===== src/sv/lom_pkg.sv =====
// lom_pkg: types, codes and defaults shared by the limit order matcher
// depends on nothing; imported by lom_front, lom_sorter, lom_back and limit_order_matcher
package lom_pkg;

   localparam int BOOK_DEPTH_DEFAULT = 16;
   localparam int CMD_DEPTH_DEFAULT = 2;
   localparam int RSP_DEPTH_DEFAULT = 4;

   localparam logic [1:0] ACT_LOAD_ASK = 2'd0;
   localparam logic [1:0] ACT_LOAD_BID = 2'd1;
   localparam logic [1:0] ACT_MATCH = 2'd2;

   localparam logic [1:0] ST_SALE = 2'd0;
   localparam logic [1:0] ST_LOADED = 2'd1;
   localparam logic [1:0] ST_FULL = 2'd2;
   localparam logic [1:0] ST_NO_SALE = 2'd3;

   typedef struct packed {
      logic [1:0] action;
      logic [31:0] price;
      logic [31:0] amount;
      logic [15:0] time_id;
      logic [7:0] product_id;
      logic [7:0] user_id;
   } req_type;

   typedef struct packed {
      logic [1:0] status;
      logic [31:0] sale_price;
      logic [31:0] sale_amount;
      logic [15:0] sale_time;
      logic [7:0] sale_product;
      logic bid_side;
      logic owned;
      logic last;
   } rsp_type;

   typedef enum logic [1:0] {
      CMD_LOAD_ASK,
      CMD_LOAD_BID,
      CMD_MATCH
   } cmd_kind_type;

   // tag packs time in 31..16, product in 15..8, owner in 7..0
   typedef struct packed {
      logic [31:0] price;
      logic [31:0] amount;
      logic [31:0] tag;
   } order_type;

   typedef struct packed {
      cmd_kind_type kind;
      order_type order;
   } cmd_type;

   typedef enum logic [2:0] {
      BACK_IDLE,
      BACK_GATHER,
      BACK_ASK_START,
      BACK_WALK,
      BACK_FINISH
   } back_state_type;

endpackage


===== src/sv/lom_fifo.sv =====
// lom_fifo: small first-in first-out queue of any packed type
// depends on nothing outside itself
module lom_fifo #(
   parameter type data_type = logic,
   parameter int DEPTH = 2
) (
   input logic clock,
   input logic reset,
   input logic push,
   input data_type push_data,
   output logic full,
   input logic pop,
   output logic empty,
   output data_type pop_data
);
   localparam int PW = (DEPTH > 1) ? $clog2(DEPTH) : 1;
   localparam int CW = $clog2(DEPTH + 1);

   data_type mem [DEPTH];
   logic [PW-1:0] wr_ptr_ff, wr_ptr_in, rd_ptr_ff, rd_ptr_in;
   logic [CW-1:0] count_ff, count_in;
   logic do_push, do_pop;

   assign full = (count_ff == CW'(DEPTH));
   assign empty = (count_ff == '0);
   assign do_push = push && !full;
   assign do_pop = pop && !empty;
   assign pop_data = mem[rd_ptr_ff];

   always_comb begin
      wr_ptr_in = wr_ptr_ff;
      rd_ptr_in = rd_ptr_ff;
      count_in = count_ff;
      if (do_push) begin
         wr_ptr_in = (wr_ptr_ff == PW'(DEPTH - 1)) ? '0 : wr_ptr_ff + 1'b1;
      end
      if (do_pop) begin
         rd_ptr_in = (rd_ptr_ff == PW'(DEPTH - 1)) ? '0 : rd_ptr_ff + 1'b1;
      end
      if (do_push && !do_pop) begin
         count_in = count_ff + 1'b1;
      end else if (do_pop && !do_push) begin
         count_in = count_ff - 1'b1;
      end
   end

   always_ff @(posedge clock) begin
      if (reset) begin
         wr_ptr_ff <= '0;
         rd_ptr_ff <= '0;
         count_ff <= '0;
      end else begin
         wr_ptr_ff <= wr_ptr_in;
         rd_ptr_ff <= rd_ptr_in;
         count_ff <= count_in;
      end
   end

   always_ff @(posedge clock) begin
      if (do_push) begin
         mem[wr_ptr_ff] <= push_data;
      end
   end
endmodule


===== src/sv/lom_front.sv =====
// lom_front: takes request items, sorts them into commands and queues them
// depends on lom_pkg and lom_fifo
module lom_front #(
   parameter int CMD_DEPTH = lom_pkg::CMD_DEPTH_DEFAULT
) (
   input logic clock,
   input logic reset,
   input logic push,
   output logic full,
   input lom_pkg::req_type req_item,
   input logic cmd_pop,
   output logic cmd_empty,
   output lom_pkg::cmd_type cmd
);
   import lom_pkg::*;

   cmd_type cmd_new;
   logic cmd_push;

   always_comb begin
      cmd_new.order.price = req_item.price;
      cmd_new.order.amount = req_item.amount;
      cmd_new.order.tag = {req_item.time_id, req_item.product_id, req_item.user_id};
      cmd_new.kind = CMD_MATCH;
      cmd_push = 1'b0;
      unique case (req_item.action)
         ACT_LOAD_ASK: begin
            cmd_new.kind = CMD_LOAD_ASK;
            cmd_push = push;
         end
         ACT_LOAD_BID: begin
            cmd_new.kind = CMD_LOAD_BID;
            cmd_push = push;
         end
         ACT_MATCH: begin
            cmd_new.kind = CMD_MATCH;
            cmd_push = push;
         end
         // unused action code: taken and dropped
         default: cmd_push = 1'b0;
      endcase
   end

   lom_fifo #(.data_type(cmd_type), .DEPTH(CMD_DEPTH)) u_cmd_q (
      .clock(clock),
      .reset(reset),
      .push(cmd_push),
      .push_data(cmd_new),
      .full(full),
      .pop(cmd_pop),
      .empty(cmd_empty),
      .pop_data(cmd)
   );
endmodule


===== config.mk =====
export PLATFORM = sky130hd
export DESIGN_NAME = lom_front
export DESIGN_NICKNAME = d
export VERILOG_FILES = /design/src/sv/lom_pkg.sv /design/src/sv/lom_fifo.sv /design/src/sv/lom_front.sv
export SDC_FILE = /design/constraint.sdc
export NUM_CORES = 1
export LEC_CHECK = 0
export BUFFER_PORTS_ARGS = -buffer_cell sky130_fd_sc_hd__buf_2
export CAP_MARGIN = 10
export CORE_AREA = 8 8 132 134
export CTS_BUF_LIST = sky130_fd_sc_hd__clkbuf_4
export DETAILED_ROUTE_END_ITERATION = 16
export DIE_AREA = 0 0 140 142
export PLACE_DENSITY = 0.8
export SLEW_MARGIN = 30
export SYNTH_ARGS = -nofsm -noshare
export SYNTH_HDL_FRONTEND = slang
export SYNTH_SLANG_ARGS = --single-unit

===== constraint.sdc =====
create_clock -name clock -period 6.7 [get_ports clock]
set_input_delay 1.34 -clock clock [delete_from_list [all_inputs] [get_ports clock]]
set_output_delay 1.34 -clock clock [all_outputs]
set_load 0.05 [all_outputs]

==> impl_results.md <==
* Status: complete, no violations
* Cell Count, Final, Fillers Out at 797
* P_sw at 1.51 mW
* Cell variety after synth at 18
* Kind of critical path: reg2out
* Maximum VDD drop at 302 uV
* Commonest non-fill, non-tap cell in the layout: buf_2
* R2R Setup Slk at approximately 4200 ps
* End of the worst register-to-register path: u_cmd_q.mem[1][8]$_DFFE_PP_
* Slew HR at 46.6%
* DRT iter0 DRCs at 129
* Cells after Synth at between 300 and 400
* Synthesis Warnings at 0
* FF-to-FF Start: u_cmd_q.count_ff[0]$_SDFFE_PP0P_
* HP Class: reg2reg
* RSZ-0062 raised after global routing: no
* H-tree depth at 2
* Crit path DAT at about 2700 ps
* Clk_lat worst skew at around 600 ps
* Mapped Nets at roughly 440
* Crit path time final at 4070 ps
* Post_cts resized at 0
* Row cnt at 46
* # Post-CTS Setup Buffers at 0
* Post-CTS Hold Fix Bufs at 0
* DRC Markers at 0
* Net Sw Frac at 38.0%
* Fin. Hold Viols at 0
* Syn Area/Cell at 22.3 um^2
* Global-route wire length before repair at 21.8 mm
* Vert. Die Dim at 142 um
* Max Clock Freq at 246 MHz
* Hold EP: u_cmd_q.count_ff[1]$_SDFFE_PP0P_
* Most frequent cells in the layout: 201 x buf_2, 196 x edfxtp_1, 78 x mux2_2, 67 x clkbuf_4, 21 x mux2_4
* Clock Pin Slew Worst Setup and Hold Paths at 60 ps
* DR pass1 iterations at 6
* # nets final at 678
* Slew at the pin with the worst max-slew slack at 801 ps
* IO Count at roughly 200
* Pin count of the biggest net entering global routing at 63
* Worst R2R Path Depth at 4
* CTS tree: done
* Cell Int Power at 2.47 mW
* Fin Setup TNS at 0 ps
* Worst slack, placed at between 3000 and 4000 ps
* Hold path startpoint: u_cmd_q.count_ff[1]$_SDFFE_PP0P_
* Total global routing track utilization at between 10 and 15%
* Max incr delay on CP at 870 ps
* Pleak at 3.51 nW
* Crit. End Element: output pin
* Cts bufs inserted at 48
* Clk_skew at 38.2 ps
* Sequential Power Share at between 40% and 50%
* Final WL at 14.1 mm
* CP Buf/Inv Count at 2
* Core Region at 0.0154 mm^2
* CP Launch Type: flop
* Crit path max-delay family: flip-flops
* Register area share after synthesis at between 80 and 90%
* Setup Viol. Count Final at 0
* Clk sinks at 201
* Required time worst endpoint at 5360 ps
* Final period util at 60.7%
* Starting Density at 48.0%
* Antenna Nets Post-Route at 0
* Share of cells above drive strength 1 at 62.5%
* Setup WS post-layout at 2630 ps
* Hold_ws at 514 ps
* Final core utilization at about three fifths
* Via Count at 3880
* Placed cells at about 720
* Die X at 140 um
* Crit-path cells: buf_4 -> mux2_2 -> buf_2
* Synth top area share at 79.5%
* Max FO, Critical Path at 62
* Hold depth at 2
* Synth top area cells: edfxtp_1 80%, mux2_2 12%, mux2_4 4.3%
* Clock Tree Root: clkbuf_4
* Max-cap check violation count at 0
* Placed Area at approximately 0.0086 mm^2
* Detailed Place HPWL at 9.68 mm
* Synthesized area at 0.00740 mm^2
* FF+latch count, synth at approximately 200
* Fin area at 0.00919 mm^2
* Global placement routability congestion at 0.739
* Clock Power Share at between 20% and 30%
* Power density cells at 433 mW/mm^2
* Synth area leader: edfxtp_1
* Bufs on Longest Clock Path at 3
* Syn-to-layout area delta at 24.1%
* Initial antenna violation count at 1
* Antenna cells at 0
* I/O Buffers at 201
* Via/cell ratio at ~4.9
* Total power at 3.98 mW
* WL/cell at 17.7 um
* Gr ovfl total at 0
* Die area at 0.0199 mm^2
* Vias in the first global route at 4365
* Comb power frac at 35.1%
* Critical-path top delay cell: dfxtp_4
* Count of pins over their slew limit at 0
[cells in the mapped netlist (all sizes together)]
master / n
buf: 11
nor2b: 4
or3: 1
xor2: 3
ha: 1
clkbuf: 1
a21oi: 1
inv: 1
edfxtp: 196
mux2: 99
and2: 1
o21ai: 2
a211oi: 1
dfxtp: 5
nor2: 5
[worst register-to-register path, stage by stage (launching register included)]
cell and delay [ps]:
dfxtp_1 430, nor2b_2 90, a211oi_4 270, and2_4 600
buf_4 690
[final cells by class]
cell class | instances | area, um^2
fill | 1151 | 6240
sequential | 201 | 5990
multi-input combinational | 118 | 1340
timing repair buffer | 205 | 1040
clock buffer | 67 | 503
tap | 192 | 240
clock inverter | 13 | 76.3
inverter | 1 | 3.75
[how the worst max path moves through the flow]
| stage | from | end | cells past startpoint |
|---|---|---|---|
| floorplan | push | u_cmd_q.mem[0][0]$_DFFE_PP_ | 3 |
| global placement | req_item[96] | u_cmd_q.mem[1][80]$_DFFE_PP_ | 4 |
| detailed placement | req_item[96] | u_cmd_q.mem[1][85]$_DFFE_PP_ | 4 |
| CTS | flop | cmd[48] | 3 |
| global route | flop | cmd[4] | 3 |
| finish | flop | cmd[12] | 3 |
[cells by family (layout without fill, tap and decap cells)]
| logic type | Yosys count | count (layout) | share of synthesized area, % |
|---|---|---|---|
| buffers and inverters | 13 | 286 | 1.18 |
| multiplexers | 99 | 99 | 16.1 |
| AO/OA/AOI/OAI | 4 | 4 | 0.473 |
| AND/OR/NAND/NOR | 11 | 11 | 0.795 |
| XOR/XNOR | 3 | 3 | 0.355 |
| adder cells (fa/ha/maj) | 1 | 1 | 0.169 |
| flip-flops | 201 | 201 | 80.9 |
[sequential cells by signal, indices dropped and copies added (netlist names), named ones only]
signal	cells
u_cmd_q.count_ff	2
u_cmd_q.mem	196
u_cmd_q.rd_ptr_ff	1
u_cmd_q.wr_ptr_ff	1
[per-layer routing]
metal / GRT usage [%] / routed length (um)
met3: 7.11 / 1300
met5: 0 / 11
met4: 5.54 / 240
met2: 24.7 / 7370
met1: 13.9 / 5230
[power groups by stage]
stage          Sequential, mW  Combinational (mW)  Clock, mW
2_1_floorplan            1.64                1.18          0
3_3_place_gp             1.67                1.40          0
3_5_place_dp             1.69                1.41          0
4_1_cts                  1.66                1.42      0.966
5_1_grt                  1.67                1.46       1.02
6_report                 1.65                1.40      0.927
Note: power is estimated with default switching activity, not from simulation.
